<file path="config.mk">
export PLATFORM = sky130hd
export DESIGN_NAME = terminal_key_sequence_decoder
export DESIGN_NICKNAME = d
export VERILOG_FILES = /design/src/design/tksd_pkg.sv /design/src/design/terminal_key_sequence_decoder.sv
export SDC_FILE = /design/constraint.sdc
export NUM_CORES = 1
export LEC_CHECK = 0
export BUFFER_PORTS_ARGS = -buffer_cell sky130_fd_sc_hd__buf_2
export CAP_MARGIN = 40
export CORE_MARGIN = 5
export CORE_UTILIZATION = 45
export DETAILED_ROUTE_END_ITERATION = 8
export GPL_ROUTABILITY_DRIVEN = 0
export PLACE_DENSITY = 0.6
export SYNTH_ARGS = -nofsm -noshare
export SYNTH_HDL_FRONTEND = slang
export SYNTH_SLANG_ARGS = --single-unit
</file>
<file path="constraint.sdc">
create_clock -name clock -period 5.76 [get_ports clock]
set_input_delay 1.152 -clock clock [delete_from_list [all_inputs] [get_ports clock]]
set_output_delay 1.152 -clock clock [all_outputs]
set_load 0.005 [all_outputs]
</file>
<file path="src/design/tksd_pkg.sv">
// Shared types and constants for the terminal key sequence decoder.
package tksd_pkg;

   localparam int ByteW   = 8;
   localparam int KindW   = 5;
   localparam int DetailW = 5;

   localparam logic [ByteW-1:0] ByteBksp   = 8'h7F;
   localparam logic [ByteW-1:0] ByteTab    = 8'd9;
   localparam logic [ByteW-1:0] ByteEnter  = 8'd13;
   localparam logic [ByteW-1:0] ByteEsc    = 8'd27;
   localparam logic [ByteW-1:0] ByteBrack  = 8'h5B;  // '['
   localparam logic [ByteW-1:0] ByteSs3    = 8'h4F;  // 'O'
   localparam logic [ByteW-1:0] ByteTilde  = 8'h7E;  // '~'
   localparam logic [ByteW-1:0] ByteSemi   = 8'h3B;  // ';'
   localparam logic [ByteW-1:0] ByteDig0   = 8'h30;
   localparam logic [ByteW-1:0] ByteDig1   = 8'h31;
   localparam logic [ByteW-1:0] ByteDig2   = 8'h32;
   localparam logic [ByteW-1:0] ByteDig3   = 8'h33;
   localparam logic [ByteW-1:0] ByteDig4   = 8'h34;
   localparam logic [ByteW-1:0] ByteDig5   = 8'h35;
   localparam logic [ByteW-1:0] ByteDig7   = 8'h37;
   localparam logic [ByteW-1:0] ByteDig8   = 8'h38;
   localparam logic [ByteW-1:0] ByteDig9   = 8'h39;
   localparam logic [ByteW-1:0] ByteA      = 8'h41;
   localparam logic [ByteW-1:0] ByteB      = 8'h42;
   localparam logic [ByteW-1:0] ByteC      = 8'h43;
   localparam logic [ByteW-1:0] ByteD      = 8'h44;
   localparam logic [ByteW-1:0] ByteF      = 8'h46;
   localparam logic [ByteW-1:0] ByteH      = 8'h48;
   localparam logic [ByteW-1:0] ByteP      = 8'h50;
   localparam logic [ByteW-1:0] ByteS      = 8'h53;

   typedef enum logic [KindW-1:0] {
      KIND_PLAIN  = 5'd0,
      KIND_BKSP   = 5'd1,
      KIND_TAB    = 5'd2,
      KIND_ENTER  = 5'd3,
      KIND_CTRL   = 5'd4,
      KIND_ESC    = 5'd5,
      KIND_UP     = 5'd6,
      KIND_DOWN   = 5'd7,
      KIND_RIGHT  = 5'd8,
      KIND_LEFT   = 5'd9,
      KIND_HOME   = 5'd10,
      KIND_END    = 5'd11,
      KIND_INS    = 5'd12,
      KIND_DEL    = 5'd13,
      KIND_PGUP   = 5'd14,
      KIND_PGDN   = 5'd15,
      KIND_FKEY   = 5'd16,
      KIND_CUP    = 5'd17,
      KIND_CDOWN  = 5'd18,
      KIND_CRIGHT = 5'd19,
      KIND_CLEFT  = 5'd20,
      KIND_CEND   = 5'd21,
      KIND_CHOME  = 5'd22
   } key_kind_type;

   typedef struct packed {
      logic [ByteW-1:0] in_byte;
      logic             timed_out;
   } req_item_type;

   typedef struct packed {
      logic [KindW-1:0]   key_kind;
      logic [DetailW-1:0] key_detail;
      logic [ByteW-1:0]   char_byte;
   } rsp_item_type;

endpackage

</file>
<file path="src/design/terminal_key_sequence_decoder.sv">
// Terminal key sequence decoder: raw input bytes to key events.
//
// Takes one input byte (or timeout mark) per item and returns at most one key
// event per item. An item is accepted every cycle while the result side keeps
// up; each item is held in the input register and its event, if any, is
// registered into the result register as the item leaves it. The decode of
// one item is a single table match against the escape state left by the
// previous item. ESC and the inner bytes of an escape form give no event; the
// completing or breaking byte gives the key, or escape when the form does not
// match. A timeout inside a form acts as a byte that never matches; a timeout
// while idle gives nothing.
module terminal_key_sequence_decoder
   import tksd_pkg::*;
(
   input  logic         clock,
   input  logic         reset,
   input  logic         req_valid,
   output logic         req_stall,
   input  req_item_type req_item,
   output logic         rsp_valid,
   input  logic         rsp_stall,
   output rsp_item_type rsp_item
);

   typedef enum logic [2:0] {
      SEQ_IDLE  = 3'd0,
      SEQ_X     = 3'd1,
      SEQ_Y     = 3'd2,
      SEQ_D2    = 3'd3,
      SEQ_TILDE = 3'd4,
      SEQ_MOD   = 3'd5,
      SEQ_KEY   = 3'd6
   } seq_type;

   seq_type          stage_ff, stage_in;
   logic [ByteW-1:0] first_ff, first_in;
   logic [ByteW-1:0] second_ff, second_in;
   logic [ByteW-1:0] third_ff, third_in;

   logic             in_valid_ff, in_valid_in;
   req_item_type     in_item_ff;
   logic             rsp_valid_ff, rsp_valid_in;
   rsp_item_type     rsp_item_ff;

   logic             emit;
   key_kind_type     kind;
   logic [DetailW-1:0] detail;
   logic [ByteW-1:0] chr;
   logic [ByteW-1:0] b;
   logic             advance;
   logic             take;

   function automatic logic is_digit(input logic [ByteW-1:0] v);
      return v inside {[ByteDig0:ByteDig9]};
   endfunction

   function automatic key_kind_type nav_kind(input logic [ByteW-1:0] v);
      key_kind_type k;
      case (v)
         ByteA:   k = KIND_UP;
         ByteB:   k = KIND_DOWN;
         ByteC:   k = KIND_RIGHT;
         ByteD:   k = KIND_LEFT;
         default: k = KIND_ESC;
      endcase
      return k;
   endfunction

   // F5 to F12 from the two digits of a "[dd~" form; zero when none
   function automatic logic [DetailW-1:0] fkey_num(input logic [ByteW-1:0] d1,
                                                   input logic [ByteW-1:0] d2);
      logic [DetailW-1:0] f;
      f = '0;
      if (d1 == ByteDig1) begin
         case (d2)
            ByteDig5: f = 5'd5;
            ByteDig7: f = 5'd6;
            ByteDig8: f = 5'd7;
            ByteDig9: f = 5'd8;
            default:  f = '0;
         endcase
      end else if (d1 == ByteDig2) begin
         case (d2)
            ByteDig0: f = 5'd9;
            ByteDig1: f = 5'd10;
            ByteDig3: f = 5'd11;
            ByteDig4: f = 5'd12;
            default:  f = '0;
         endcase
      end
      return f;
   endfunction

   function automatic key_kind_type tilde_kind(input logic [ByteW-1:0] d);
      key_kind_type k;
      case (d)
         ByteDig1:           k = KIND_HOME;
         ByteDig2:           k = KIND_INS;
         ByteDig3:           k = KIND_DEL;
         ByteDig4:           k = KIND_END;
         ByteDig5:           k = KIND_PGUP;
         8'h36:              k = KIND_PGDN;
         ByteDig7:           k = KIND_HOME;
         ByteDig8:           k = KIND_END;
         default:            k = KIND_ESC;
      endcase
      return k;
   endfunction

   function automatic key_kind_type mod_kind(input logic [ByteW-1:0] m,
                                             input logic [ByteW-1:0] k);
      key_kind_type r;
      r = KIND_ESC;
      if (m == ByteDig5) begin
         case (k)
            ByteA:   r = KIND_CUP;
            ByteB:   r = KIND_CDOWN;
            ByteC:   r = KIND_CRIGHT;
            ByteD:   r = KIND_CLEFT;
            ByteF:   r = KIND_CEND;
            ByteH:   r = KIND_CHOME;
            default: r = KIND_ESC;
         endcase
      end
      return r;
   endfunction

   assign b = in_item_ff.timed_out ? '0 : in_item_ff.in_byte;

   always_comb begin
      stage_in  = SEQ_IDLE;
      first_in  = first_ff;
      second_in = second_ff;
      third_in  = third_ff;
      emit      = 1'b0;
      kind      = KIND_ESC;
      detail    = '0;
      chr       = '0;
      case (stage_ff)
         SEQ_X: begin
            first_in = b;
            stage_in = SEQ_Y;
         end
         SEQ_Y: begin
            second_in = b;
            emit      = 1'b1;
            if (first_ff == ByteBrack) begin
               if (is_digit(b)) begin
                  emit     = 1'b0;
                  stage_in = SEQ_D2;
               end else if (nav_kind(b) != KIND_ESC) begin
                  kind = nav_kind(b);
               end else if (b == ByteF) begin
                  kind = KIND_END;
               end else if (b == ByteH) begin
                  kind = KIND_HOME;
               end
            end else if (first_ff == ByteSs3) begin
               if (nav_kind(b) != KIND_ESC) begin
                  kind = nav_kind(b);
               end else if (b inside {[ByteP:ByteS]}) begin
                  kind   = KIND_FKEY;
                  detail = DetailW'(b - ByteP) + 5'd1;
               end
            end
         end
         SEQ_D2: begin
            third_in = b;
            if (b == ByteTilde) begin
               emit = 1'b1;
               kind = tilde_kind(second_ff);
            end else if (is_digit(b)) begin
               stage_in = SEQ_TILDE;
            end else if (b == ByteSemi) begin
               stage_in = SEQ_MOD;
            end else begin
               emit = 1'b1;
            end
         end
         SEQ_TILDE: begin
            emit = 1'b1;
            if (b == ByteTilde && fkey_num(second_ff, third_ff) != '0) begin
               kind   = KIND_FKEY;
               detail = fkey_num(second_ff, third_ff);
            end
         end
         SEQ_MOD: begin
            third_in = b;
            stage_in = SEQ_KEY;
         end
         SEQ_KEY: begin
            emit = 1'b1;
            kind = mod_kind(third_ff, b);
         end
         default: begin
            // idle: timeout gives nothing, ESC opens a form
            if (!in_item_ff.timed_out) begin
               emit = 1'b1;
               if (b == ByteBksp) begin
                  kind = KIND_BKSP;
               end else if (b == ByteTab) begin
                  kind = KIND_TAB;
               end else if (b == ByteEnter) begin
                  kind = KIND_ENTER;
               end else if (b inside {[8'd1:8'd26]}) begin
                  kind   = KIND_CTRL;
                  detail = b[DetailW-1:0];
               end else if (b == ByteEsc) begin
                  emit     = 1'b0;
                  stage_in = SEQ_X;
               end else begin
                  kind = KIND_PLAIN;
                  chr  = b;
               end
            end
         end
      endcase
   end

   // an item leaves the input register once its event, if any, has a place
   assign advance      = in_valid_ff && (!emit || !rsp_valid_ff || !rsp_stall);
   assign req_stall    = in_valid_ff && !advance;
   assign take         = req_valid && !req_stall;
   assign in_valid_in  = take || (in_valid_ff && !advance);
   assign rsp_valid_in = (advance && emit) || (rsp_valid_ff && rsp_stall);

   always_ff @(posedge clock) begin
      if (reset) begin
         in_valid_ff  <= 1'b0;
         rsp_valid_ff <= 1'b0;
         stage_ff     <= SEQ_IDLE;
         first_ff     <= '0;
         second_ff    <= '0;
         third_ff     <= '0;
      end else begin
         in_valid_ff  <= in_valid_in;
         rsp_valid_ff <= rsp_valid_in;
         if (advance) begin
            stage_ff  <= stage_in;
            first_ff  <= first_in;
            second_ff <= second_in;
            third_ff  <= third_in;
         end
      end
   end

   always_ff @(posedge clock) begin
      if (take) begin
         in_item_ff <= req_item;
      end
      if (advance && emit) begin
         rsp_item_ff.key_kind   <= kind;
         rsp_item_ff.key_detail <= detail;
         rsp_item_ff.char_byte  <= chr;
      end
   end

   assign rsp_valid = rsp_valid_ff;
   assign rsp_item  = rsp_item_ff;

`ifndef ASSERT_OFF
   a_kind_range: assert property (@(posedge clock) disable iff (reset)
      rsp_valid_ff |-> rsp_item_ff.key_kind <= KIND_CHOME)
      else $error("key kind out of range");

   a_char_plain: assert property (@(posedge clock) disable iff (reset)
      (rsp_valid_ff && rsp_item_ff.char_byte != '0) |-> rsp_item_ff.key_kind == KIND_PLAIN)
      else $error("character byte on a non-plain key");

   a_detail_kind: assert property (@(posedge clock) disable iff (reset)
      (rsp_valid_ff && rsp_item_ff.key_detail != '0) |->
      (rsp_item_ff.key_kind == KIND_CTRL || rsp_item_ff.key_kind == KIND_FKEY))
      else $error("detail on a key that carries none");

   a_idle_timeout: assert property (@(posedge clock) disable iff (reset)
      (in_valid_ff && stage_ff == SEQ_IDLE && in_item_ff.timed_out) |-> !emit)
      else $error("idle timeout produced an event");

   a_stall_holds: assert property (@(posedge clock) disable iff (reset)
      req_stall |-> (in_valid_ff && emit && rsp_valid_ff))
      else $error("input stalled without a blocked event");
`endif

endmodule

</file>
Word level (Yosys, flattened, before mapping)
Cells that the tools add are included.
{"block": "totals", "latch_bits": 0, "memories": 0, "romBits": 0, "input_bits": 13, "word_cells": 154, "ff_bits": 56, "mem_bits_rw": 0}
{"block": "op_classes", "n_reduce_logical": 29, "eq_ne": 38, "n_bitwise": 0, "n_mul": 0, "addsub": 2, "shifts": 0, "muxes": 68, "div_mod_pow": 0, "magnitude_cmp": 6}
{"cell": "== test 8 x 6 -> 1 bit (second input constant)", "n": 17}
{"cell": "two-way mux 5 bit", "n": 24}
{"cell": "== test 8 x 7 -> 1 bit (second input constant)", "n": 10}
{"cell": "case mux 4 bit (4 select lines)", "n": 3}
{"cell": "case mux 5 bit (6 select lines)", "n": 1}
{"cell": "two-way mux 3 bit", "n": 9}
{"cell": "case mux 5 bit (5 select lines)", "n": 1}
{"cell": "two-way mux 4 bit", "n": 6}
{"cell": "case mux 4 bit (6 select lines)", "n": 1}
{"cell": "two-way mux 1 bit", "n": 17}
{"cell": "== test 8 x 4 -> 1 bit (second input constant)", "n": 2}
{"cell": "case mux 3 bit (5 select lines)", "n": 1}
{"cell": "case mux 5 bit (3 select lines)", "n": 1}
{"cell": "OR reduction 12 bit", "n": 1}
{"cell": "inequality test 5 x 3 -> 1 bit (second input constant)", "n": 2}
{"cell": "OR reduction 2 bit", "n": 5}
{"cell": "== test 3 bit (second input constant)", "n": 3}
{"cell": "logical AND 1 bit", "n": 9}
{"cell": "== test 8 x 5 -> 1 bit (second input constant)", "n": 1}
{"cell": ">= comparator 8 x 1 -> 1 bit (second input constant)", "n": 1}
{"cell": ">= comparator 8 x 6 -> 1 bit (second input constant)", "n": 1}
{"cell": ">= comparator 8 x 7 -> 1 bit (second input constant)", "n": 1}
{"cell": "less-or-equal comparator 8 x 5 -> 1 bit (second input constant)", "n": 1}
{"cell": "less-or-equal comparator 8 x 6 -> 1 bit (second input constant)", "n": 1}
{"cell": "other kinds (13)", "n": 24}

Logic depth before layout (Yosys ltp)
Gate-level depths: netlist of run 1.
{"block": "depth", "word_depth": 18, "mapped_depth": 13}

Worst setup path after synthesis of run 1
OpenSTA, ideal clock, no wires.
{"block": "synth_path", "kind": "register to output", "from": "register in_item_ff[0] (netlist bit)", "to": "output req_stall", "slack_ns": 2.178, "t_required_ns": 4.608, "arrival_ns": 2.430, "stages_incl_launch_ff": 13, "cell_sequence": "edfxtp_1 -> buf_6 -> buf_2 -> nand2b_1 -> inv_1 -> ha_1 -> and4bb_1 -> and2_1 -> a21oi_1 -> and2_1 -> o21ai_1 -> or2_1 -> inv_1"}
{"block": "synth_between", "elab_chain_cells": 15}
{"item": "start: declaration", "line": "terminal_key_sequence_decoder.sv:41", "text": "req_item_type in_item_ff;"}
{"item": "start signal: assignment", "line": "terminal_key_sequence_decoder.sv:249", "text": "in_item_ff <= req_item;"}
{"item": "two-way mux 8 bit (*)", "line": "terminal_key_sequence_decoder.sv:128", "text": "assign b = in_item_ff.timed_out ? '0 : in_item_ff.in_byte;"}
{"item": "named net b[0]", "line": "terminal_key_sequence_decoder.sv:49", "text": "logic [ByteW-1:0] b;"}
{"item": ">= comparator 8 x 1 -> 1 bit, or another cell as far along", "line": "terminal_key_sequence_decoder.sv:205", "text": "end else if (b inside {[8'd1:8'd26]}) begin"}
{"item": "logical AND 1 bit or two-way mux 1 bit (tied branches)", "line": "terminal_key_sequence_decoder.sv:205, terminal_key_sequence_decoder.sv:208"}
{"item": "two-way mux 1 bit", "line": "terminal_key_sequence_decoder.sv:205"}
{"item": "two-way mux 1 bit", "line": "terminal_key_sequence_decoder.sv:203", "text": "end else if (b == ByteEnter) begin"}
{"item": "two-way mux 1 bit", "line": "terminal_key_sequence_decoder.sv:201", "text": "end else if (b == ByteTab) begin"}
{"item": "two-way mux 1 bit", "line": "terminal_key_sequence_decoder.sv:199", "text": "if (b == ByteBksp) begin"}
{"item": "two-way mux 1 bit", "line": "terminal_key_sequence_decoder.sv:197", "text": "if (!in_item_ff.timed_out) begin"}
{"item": "case mux 1 bit (4 select lines) (*)", "line": "terminal_key_sequence_decoder.sv:139", "text": "case (stage_ff)"}
{"item": "logical NOT 1 bit (*)", "line": "terminal_key_sequence_decoder.sv:221", "text": "assign advance = in_valid_ff && (!emit || !rsp_valid_ff || !rsp_stall);"}
{"item": "logical OR 1 bit (*) (2 in a row)", "line": "terminal_key_sequence_decoder.sv:221"}
{"item": "logical AND 1 bit (*)", "line": "terminal_key_sequence_decoder.sv:221"}
{"item": "logical NOT 1 bit (*)", "line": "terminal_key_sequence_decoder.sv:222", "text": "assign req_stall = in_valid_ff && !advance;"}
{"item": "logical AND 1 bit (*)", "line": "terminal_key_sequence_decoder.sv:222"}
{"item": "end: declaration", "line": "terminal_key_sequence_decoder.sv:18", "text": "output logic req_stall,"}
Mark *: on every way through the listed nets, which the timed path passes. The rest lies on a longest branch.

Final worst setup path of run 1
Ends and elaborated chain as after synthesis.

==> results of run 1 <==
## metal layers
layer	part of all wire [%]	vias to the layer above
li1	-	1404
met1	46	1349
met2	43	128
met3	7.9	23
met4	2.6	0
met5	0	-
## layout by cell type (no fill, tap or decap), drive strengths merged, types with 2 or more instances in the layout
cell type and n:
nor2 39, dfxtp 29, or3 3, a32oi 5, nor2b 4, nor3b 5, nor4 3, o31ai 5
nand2 40, o211ai 5, nand2b 14, or4bb 2, a311oi 3, o21bai 3, a211oi 2, a21oi 24
a31oi 3, inv 17, xnor2 3, or2 3, edfxtp 27, nand3b 3, clkbuf 6, and2 7
a211o 2, o21ai 13, nor3 20, and3 3, and2b 6, nand4 5, mux2i 26, or4 4
buf 35, o22ai 4, ha 4, nand3 6
## kinds of logic after synthesis
logic type	after synthesis	synth area share (%)
AO/OA/AOI/OAI	77	15.3
buffers and inverters	35	6.73
multiplexers	26	7.52
AND/OR/NAND/NOR	172	27.8
XOR/XNOR	4	1.01
flip-flops	56	40.2
adder cells (fa/ha/maj)	4	1.45
## Yosys cell counts, types with 4 or more instances
cell      instances  area share, %
mux2i_1          26            7.5
a21oi_1          23            3.3
o21ai_0           9            1.3
dfxtp_1          29             17
inv_1            15            1.6
nand3_1           6           0.87
edfxtp_1         27             23
ha_1              4            1.4
nand2_1          40            4.3
a32oi_1           5            1.3
nand4_1           4           0.72
nor2_1           39            4.2
o21ai_1           4           0.58
o211ai_1          4           0.87
and2b_2           4            1.0
o22ai_1           4           0.72
buf_6             8            2.6
nand2b_1         14            2.5
nor3_1           18            2.6
and2_1            6            1.1
o31ai_1           5            1.1
## cell type report
| class | count | area [µm²] | area share [%] |
|---|---|---|---|
| clock buffer | 6 | 93.8 | 2.53 |
| clock inverter | 2 | 15.0 | 0.406 |
| inverter | 15 | 56.3 | 1.52 |
| multi-input combinational | 283 | 1840 | 49.6 |
| sequential | 56 | 1390 | 37.6 |
| tap | 102 | 128 | 3.45 |
| timing repair buffer | 35 | 183 | 4.93 |
## critical path, cell delays in order (launching register included)
cell and delay, ns:
edfxtp_1 0.87, nand2b_1 0.36, inv_1 0.14, ha_1 0.32, and4bb_1 0.26, and2_1 0.17
a21oi_1 0.25, and2_1 0.24, o21ai_1 0.12, or2_1 0.27, inv_1 0.05, buf_2 0.10
## metrics by stage
stage | utilization (%) | hold WS (ns) | instances | total power [mW]
finish | 48.7 | 0.464 | 499 | 0.785
global route | 48.7 | 0.485 | 499 | 0.816
CTS | 48.7 | 0.468 | 499 | 0.792
detailed placement | 47.2 | 0.452 | 491 | 0.544
global placement | 47.1 | 0.440 | 490 | 0.545
floorplan | - | 0.430 | 374 | 0.520
## worst max path at each step
stage,from,endpoint,depth (start not counted)
global placement,in_item_ff[0],req_stall,11
CTS,in_item_ff[0],req_stall,11
finish,in_item_ff[0],req_stall,11
floorplan,in_item_ff[0],req_stall,12
global route,in_item_ff[0],req_stall,11
detailed placement,in_item_ff[0],req_stall,11
## where the power goes
part,leakage [nW],internal [mW],switching [mW]
clock,0.0573,0.114,0.134
combinational,0.768,0.0341,0.0547
sequential,0.485,0.431,0.0165
## registers in the layout, summed over array words and instances, names as in the netlist
register and count:
third_ff 8, second_ff 8, first_ff 8, rsp_valid 1, stage_ff 3, in_valid_ff 1
in_item_ff 9, rsp_item 18
==> summary.md, run 1 <==
| Metric | Value |
|---|---|
| Die H | 97.7 µm |
| GR peak layer | met2 |
| Initial antenna violation count | 0 |
| FP Rows | 32 |
| Vias in the first global route | 2,626 |
| Seq cells post-synth | 56 |
| Critical Path AT | 3.44 ns |
| CTS Buffer Depth | 2 |
| Ys Warns | 0 |
| CTS Hold Bufs | 0 |
| Setup violators final | 0 |
| Final Cell Area | 0.00370 mm² |
| Initial DRT Pass Iterations | 5 |
| Inserted Diodes | 0 |
| Vias/cell | 5.82 |
| Clock latency on the worst-skew pair | 0.32 ns |
| Total GRT Usage | 17.3% |
| Reg2reg end | in_item_ff[1] |
| Least-Margin Pin Slew | 0.779 ns |
| Setup TNS | 0 ns |
| Net count after synthesis | 391 |
| Worst slack, placed | 1.58 ns |
| Period minus WS final | 4.59 ns |
| Post-route DRC | 0 |
| H-tree levels | 2 |
| Crit Path Class | reg2out |
| Clk root buf | clkbuf_8 |
| Fillers | 751 |
| Port Buffers | 32 |
| WL per Instance | 16.6 µm |
| Status | finished clean |
| Hold path start | second_ff[7] |
| Post-synth EDFFs | 27 |
| Placed Area | 0.00359 mm² |
| Reg-to-reg critical path startpoint | in_item_ff[0] |
| Nets | 413 |
| Met2 track demand over resource | 26.0% |
| Max frequency | 0.218 GHz |
| I/O pin count | 33 |
| Final hold vios | 0 |
| Sequential-to-total area share from yosys stat | 40.2% |
| Static Leakage | 1.31 nW |
| Grt total ovfl | 0 |
| Cell Pwr Density | 212 mW/mm² |
| Gate count after technology mapping | 374 |
| Mapped Area | 0.00346 mm² |
| TritonCTS clock tree | done |
| Total Wirelength | 8260 µm |
| First-pass GRT wire length | 13,500 µm |
| Layout area overhead | 7.02% |
| Die W | 97.7 µm |
| CP Max Fanout | 22 |
| Syn Area/Cell | 9.25 µm² |
| CTS Sinks | 56 |
| Share of post-route cells with drive strength above 1 | 16.1% |
| Final period utilization | 79.7% |
| Distinct cells, synth | 70 |
| Relative slew slack | 48.1% |
| WHS Endpoint | second_ff[7] |
| Worst R2R Setup Slack | 2.19 ns |
| Required time of the critical path | 4.61 ns |
| GR Util met1 | 24.7% |
| R2R depth | 10 |
| Antenna-violating nets left | 0 |
| Setup Buffers After CTS | 0 |
| Clock buffer count from CTS | 5 |
| Worst Setup Start Kind | flop |
| Die area | 0.00954 mm² |
| PostCTS Resize Cnt | 0 |
| Max Slew Vio Count | 0 |
| Grt met3 use | 3.73% |
| Setup WS post-layout | 1.17 ns |
| Peak supply drop | 0.000115 V |
| Core Region | 0.00761 mm² |
| Largest net degree at the start of global routing | 25 |
| Main flop type after synthesis | dfxtp_1 |
| Starting DRT DRC Count | 458 |
| CTS clock-pin slew for the worst setup and hold paths | 0.11 ns |
| Hpwl dp | 6310 µm |
| Hold Path Depth | 2 |
| Max-cap check violation count | 0 |
| DR vias | 2,904 |
| RSZ-0062 raised after global routing | no |
| Setup Skew | 0.0119 ns |
| Asr flop ratio synth | 0% |
| Initial Util | 45.5% |
| Min-delay worst type | reg2reg |
| Worst Setup End Kind | primary output |
(Power assumes the default switching activity.)
==> run 2, diff against run 1 <==
--- a/config.mk
+++ b/config.mk
@@ -5,13 +5,14 @@
 export SDC_FILE = /design/constraint.sdc
 export NUM_CORES = 1
 export LEC_CHECK = 0
+export ABC_AREA = 1
 export BUFFER_PORTS_ARGS = -buffer_cell sky130_fd_sc_hd__buf_2
 export CAP_MARGIN = 40
 export CORE_MARGIN = 5
 export CORE_UTILIZATION = 45
 export DETAILED_ROUTE_END_ITERATION = 8
 export GPL_ROUTABILITY_DRIVEN = 0
-export PLACE_DENSITY = 0.6
+export PLACE_DENSITY = 0.63
 export SYNTH_ARGS = -nofsm -noshare
 export SYNTH_HDL_FRONTEND = slang
 export SYNTH_SLANG_ARGS = --single-unit
==> constraint.sdc (replaced) <==
create_clock -name clock -period 3.75 [get_ports clock]
set_input_delay 0.75 -clock clock [delete_from_list [all_inputs] [get_ports clock]]
set_output_delay 0.75 -clock clock [all_outputs]
set_load 0.005 [all_outputs]
==> run 2 against run 1 <==
Power increased by 65%; sequential share of layout area is 1.4 points lower; utilization is 1.9 points higher; count of clock-buffer cells in the layout down 1; first-iteration DRC count decreased by 59%; largest power group unchanged; final cell count rose by 26%; global-route usage increased by 0.48 points; register-to-register slack got worse by 1.5 ns; clock power up 90%; routed wire length up 0.84%.
==> summary.md, run 2 <==
| Metric | Value |
|---|---|
| Largest family of logic cells by synthesized area | simple AND/OR/NAND/NOR gates |
| Die W | 97.8 µm |
| Worst slack, placed | 0.725 ns |
| Share of post-route cells with drive strength above 1 | 13.7% |
| TritonCTS clock tree | done |
| Starting DRT DRC Count | 189 |
| Worst Setup End Kind | primary output |
| Vias/cell | 5.13 |
| Period minus WS final | 3.40 ns |
| Inserted Diodes | 0 |
| Final period utilization | 90.6% |
| RSZ-0062 raised after global routing | no |
| WL per Instance | 13.2 µm |
| Worst Setup Start Kind | flop |
| Worst R2R Setup Slack | 0.74 ns |
| Seq cells post-synth | 56 |
| Post-synth EDFFs | 27 |
| Max reg flops | 18 |
| Clock latency on the worst-skew pair | 0.31 ns |
| Syn Area/Cell | 7.04 µm² |
| Power, Total | 1.30 mW |
| Synth cell count leaders | nand2_1, nor2_1, inv_1 |
| Largest net degree at the start of global routing | 28 |
| Port Buffers | 32 |
| Mapped Area | 0.00347 mm² |
| Post-synthesis mux area share | 0% |
| Complex-gate fraction of the synthesized area | 6.17% |
| Yosys top cell area share | 23.4% |
| Critical Path AT | 2.65 ns |
| Vias in the first global route | 2,834 |
| Peak supply drop | 0.000183 V |
| Distinct cells, synth | 41 |
| CTS clock-pin slew for the worst setup and hold paths | 0.10 ns |
| DR vias | 3,226 |
| I/O pin count | 33 |
| Fillers | 794 |
| Post-synthesis xor/xnor area fraction | 0.253% |
| First-pass GRT wire length | 13,900 µm |
| Status | finished clean |
| FP Rows | 32 |
| Synth Area in Simple Gates | 42.6% |
| Comb power frac | 11.5% |
| Core Region | 0.00761 mm² |
| Clock network power share | 36.3% |
| Relative slew slack | 47.2% |
| Static Leakage | 1.88 nW |
| Count leader, synth | nand2_1 |
| H-tree levels | 2 |
| PostCTS Resize Cnt | 0 |
| CTS Buffer Depth | 2 |
| Total GRT Usage | 17.7% |
| CTS Hold Bufs | 0 |
| Setup WS post-layout | 0.353 ns |
| Antenna-violating nets left | 0 |
| Nets | 543 |
| Initial antenna violation count | 0 |
| Dominant cell type by area after synthesis | edfxtp_1 |
| Sequential share of power | 52.2% |
| Fin util | 50.6% |
| Max Slew Vio Count | 0 |
| Final hold vios | 0 |
| Initial DRT Pass Iterations | 4 |
| Sequential-to-total area share from yosys stat | 40.1% |
| Cell Pwr Density | 337 mW/mm² |
| Setup violators final | 0 |
| Total Wirelength | 8330 µm |
| Sw Ratio | 24.7% |
| Setup Skew | 0.00597 ns |
| Setup TNS | 0 ns |
| Grt total ovfl | 0 |
| Commonest non-fill, non-tap cells in the layout | nand2_1, nor2_1, inv_1 |
| Net count after synthesis | 509 |
| CP Max Fanout | 8 |
| Hpwl dp | 6390 µm |
| Initial Util | 45.6% |
| Gate count after technology mapping | 492 |
| Clock buffer count from CTS | 5 |
| Die area | 0.00956 mm² |
| Asr flop ratio synth | 0% |
| Max frequency | 0.294 GHz |
| Required time of the critical path | 3.00 ns |
| Post-route DRC | 0 |
| Least-Margin Pin Slew | 0.786 ns |
| Ranking of synthesized cells by area | edfxtp_1, dfxtp_1, nand2_1, nor2_1, inv_1 |
| Post-Synth Adder-Cell Area | 1.44% |
| Layout area overhead | 11.1% |
| Ys Warns | 0 |
| Main flop type after synthesis | dfxtp_1 |
| Min-delay worst type | reg2reg |
| CTS Sinks | 56 |
| Die H | 97.8 µm |
| Clk root buf | clkbuf_8 |
| Setup Buffers After CTS | 0 |
| Min Hold Slack | 0.494 ns |
| Psw | 0.320 mW |
| Int Pwr | 0.975 mW |
| Commonest non-fill, non-tap cell in the layout | nand2_1 |
| Crit Path Class | reg2out |
| Max-cap check violation count | 0 |
==> run 2: changes by cell type after synthesis, moves of 14 or more <==
| cell | before | now |
|---|---|---|
| nand2_1 | 40 | 132 |
| nor2_1 | 39 | 113 |
| inv_1 | 15 | 62 |
| nand3_1 | 6 | 34 |
| mux2i_1 | 26 | 0 |
| a21oi_1 | 23 | 4 |
| nand2b_1 | 14 | 0 |
==> run 2: path summary, 6_finish.rpt <==
check,start,cells after the start,endpoint
max,in_item_ff[0],13,req_stall
min,rsp_valid,2,rsp_valid
max reg2reg,in_item_ff[0],14,rsp_item[5]
min reg2reg,rsp_valid,2,rsp_valid
==> run 2: final cells by class <==
type                       instances  area (µm²)  share of cell area [%]
clock buffer                       5        68.8                    1.79
clock inverter                     3        68.8                    1.79
inverter                          66         260                    6.76
multi-input combinational        362        1750                    45.5
sequential                        56        1390                    36.1
tap                              102         128                    3.31
timing repair buffer              35         183                    4.74
==> run 2: logic make-up after synthesis <==
kind of cell / count (synthesis)
compound gates: 33
flops: 56
xor+xnor: 1
simple gates: 324
buf+inv: 74
fa+ha+maj: 4
==> run 2: worst max-delay path, cell delays in order (launching register included) <==
cell and delay, ns:
edfxtp_1 0.70, nor2_1 0.14, buf_4 0.20, ha_1 0.27, nor2_1 0.11, o21ai_1 0.09, nand2_1 0.11, nand2_1 0.08
nor2_1 0.18, nor2_4 0.07, nand2_4 0.10, nand3_1 0.10, inv_1 0.09, buf_2 0.11
==> run 2: power groups by stage <==
stage	clock network (mW)	registers, mW	logic, mW
finish	0.471	0.677	0.149
global route	0.509	0.679	0.166
CTS	0.485	0.677	0.148
detailed placement	0	0.691	0.147
global placement	0	0.690	0.146
floorplan	0	0.685	0.108
==> run 2: routing by layer <==
layer,routed length (µm),GRT usage (%)
met5,0,0
met1,3890,25.8
met3,603,2.64
met2,3630,27.0
met4,208,6.07
==> run 2: metrics by stage <==
stage / instances / area [µm²]
floorplan: 492 / 3470
global placement: 621 / 3710
detailed placement: 621 / 3710
CTS: 629 / 3850
global route: 629 / 3850
finish: 629 / 3850
==> run 3, diff against run 2 <==
--- a/config.mk
+++ b/config.mk
@@ -8,6 +8,7 @@
 export ABC_AREA = 1
 export BUFFER_PORTS_ARGS = -buffer_cell sky130_fd_sc_hd__buf_2
 export CAP_MARGIN = 40
+export CORE_ASPECT_RATIO = 0.8
 export CORE_MARGIN = 5
 export CORE_UTILIZATION = 45
 export DETAILED_ROUTE_END_ITERATION = 8
==> run 3 against run 2 <==
Maximum frequency up 2.5%; die area is 0.12% higher; global-route usage is 1.7 points higher; count of clock-buffer cells in the layout increased by 2; critical path depth grew 2; final area about the same; sequential power is essentially flat; routed wire length is 3.6% higher; first-iteration DRC count increased by 6.3%; final cell count rose by 0.79%; utilization grew 0.95 points.
==> summary.md, run 3 (synthesized netlist as in run 2, its figures left out) <==
| Metric | Value |
|---|---|
| Status | finished clean |
| Sw Ratio | 26.7% |
| Inserted Diodes | 0 |
| Period minus WS final | 3.31 ns |
| Share of post-route cells with drive strength above 1 | 14.0% |
| CP Max Fanout | 8 |
| Largest net degree at the start of global routing | 28 |
| I/O pin count | 33 |
| Sequential share of power | 54.9% |
| Comb power frac | 12.5% |
| Psw | 0.327 mW |
| WL per Instance | 13.6 µm |
| RSZ-0062 raised after global routing | no |
| Final hold vios | 0 |
| Cell Pwr Density | 319 mW/mm² |
| Die W | 108 µm |
| Placed Instances | 626 |
| Grt met3 use | 4.81% |
| TritonCTS clock tree | done |
| Clk root buf | clkbuf_8 |
| Max-cap check violation count | 0 |
| Starting DRT DRC Count | 201 |
| Initial DRT Pass Iterations | 5 |
| CTS clock-pin slew for the worst setup and hold paths | 0.10 ns |
| Layout area overhead | 11.0% |
| Setup Buffers After CTS | 0 |
| Relative slew slack | 49.1% |
| CTS Buffer Depth | 2 |
| Total GRT Usage | 19.5% |
| Setup WS post-layout | 0.437 ns |
| Least-Margin Pin Slew | 0.758 ns |
| CTS Sinks | 56 |
| Vias in the first global route | 2,986 |
| Reg-to-reg critical path startpoint | in_item_ff[0] |
| CTS Hold Bufs | 0 |
| Placed Area | 0.00373 mm² |
| GR Util met1 | 27.2% |
| Vias/cell | 5.06 |
| Port Buffers | 32 |
| Setup Skew | 0.00738 ns |
| Nets | 545 |
| Crit. Startpoint | in_item_ff[0] |
| Core Region | 0.00746 mm² |
| Power, Total | 1.23 mW |
| Hold path start | rsp_valid |
| Fin util | 51.6% |
| Initial antenna violation count | 0 |
| Clock buffer count from CTS | 5 |
| Min-delay worst type | reg2reg |
| Non-Filler Instances | 634 |
| Critical Path AT | 2.56 ns |
| Met2 track demand over resource | 29.4% |
| FP Rows | 28 |
| First-pass GRT wire length | 14,500 µm |
| Int Pwr | 0.900 mW |
| Setup TNS | 0 ns |
| PostCTS Resize Cnt | 0 |
| Worst slack, placed | 0.806 ns |
| Total Wirelength | 8630 µm |
| Post-route DRC | 0 |
| Max reg flops | 18 |
| Required time of the critical path | 3.00 ns |
| Clock network power share | 32.5% |
| Final period utilization | 88.3% |
| Antenna-violating nets left | 0 |
| DR vias | 3,206 |
| Commonest non-fill, non-tap cell in the layout | nand2_1 |
| Commonest non-fill, non-tap cells in the layout | nand2_1, nor2_1, inv_1 |
| GR peak layer | met2 |
| Worst Setup Start Kind | flop |
| Crit Path Class | reg2out |
| Worst Setup End Kind | primary output |
| Grt total ovfl | 0 |
| H-tree levels | 2 |
| Max frequency | 0.302 GHz |
| Die area | 0.00957 mm² |
| Peak supply drop | 0.000156 V |
| Setup violators final | 0 |
| Min Hold Slack | 0.520 ns |
| Clock latency on the worst-skew pair | 0.32 ns |
| Final Cell Area | 0.00385 mm² |
| Hpwl dp | 6540 µm |
| Max Slew Vio Count | 0 |
| Die H | 88.5 µm |
| Static Leakage | 1.88 nW |
| Initial Util | 46.4% |
[run 3: cell count changes in the layout (fill, tap and decap cells not counted), sizes merged]
cell / delta
bufinv: -2
inv: -1
clkbuf: +2
buf: +2
clkinv: +1
[run 3: cell type report]
| class | instances | area, µm² |
|---|---|---|
| tap | 105 | 131 |
| inverter | 66 | 260 |
| fill | 772 | 3610 |
| clock buffer | 7 | 108 |
| sequential | 56 | 1390 |
| clock inverter | 1 | 8.76 |
| timing repair buffer | 37 | 198 |
| multi-input combinational | 362 | 1750 |
[run 3: per-layer routing]
layer,vias to the layer above,share of wire [%]
li1,1643,-
met4,0,2.0
met3,12,7.7
met1,1433,49
met2,118,41
met5,-,0
[run 3: power by group through the flow]
stage	Combinational [mW]	Sequential [mW]	Clock, mW
after detailed placement	0.151	0.688	0
after global placement	0.151	0.688	0
final	0.154	0.674	0.399
after CTS	0.152	0.674	0.411
after global routing	0.172	0.677	0.436
after floorplan	0.108	0.685	0
[run 3: worst paths after layout]
path / endpoint / slack, ns / cells after the start
worst max register to register: rsp_item[0] / 0.91 / 16
worst min-delay path: rsp_valid / 0.52 / 2
worst min register to register: rsp_valid / 0.52 / 2
worst max-delay path: req_stall / 0.44 / 15
[run 3: worst max-delay path, cell delays in order, from the launching register on]
cell	delay [ns]
edfxtp_1	0.37
buf_4	0.20
nor2_1	0.11
buf_4	0.19
inv_1	0.10
ha_1	0.24
nor2_1	0.11
o21ai_1	0.10
nand2_1	0.11
nand2_1	0.07
nor2_1	0.17
nor2_4	0.06
nand2_4	0.10
nand3_1	0.10
inv_1	0.10
buf_2	0.11
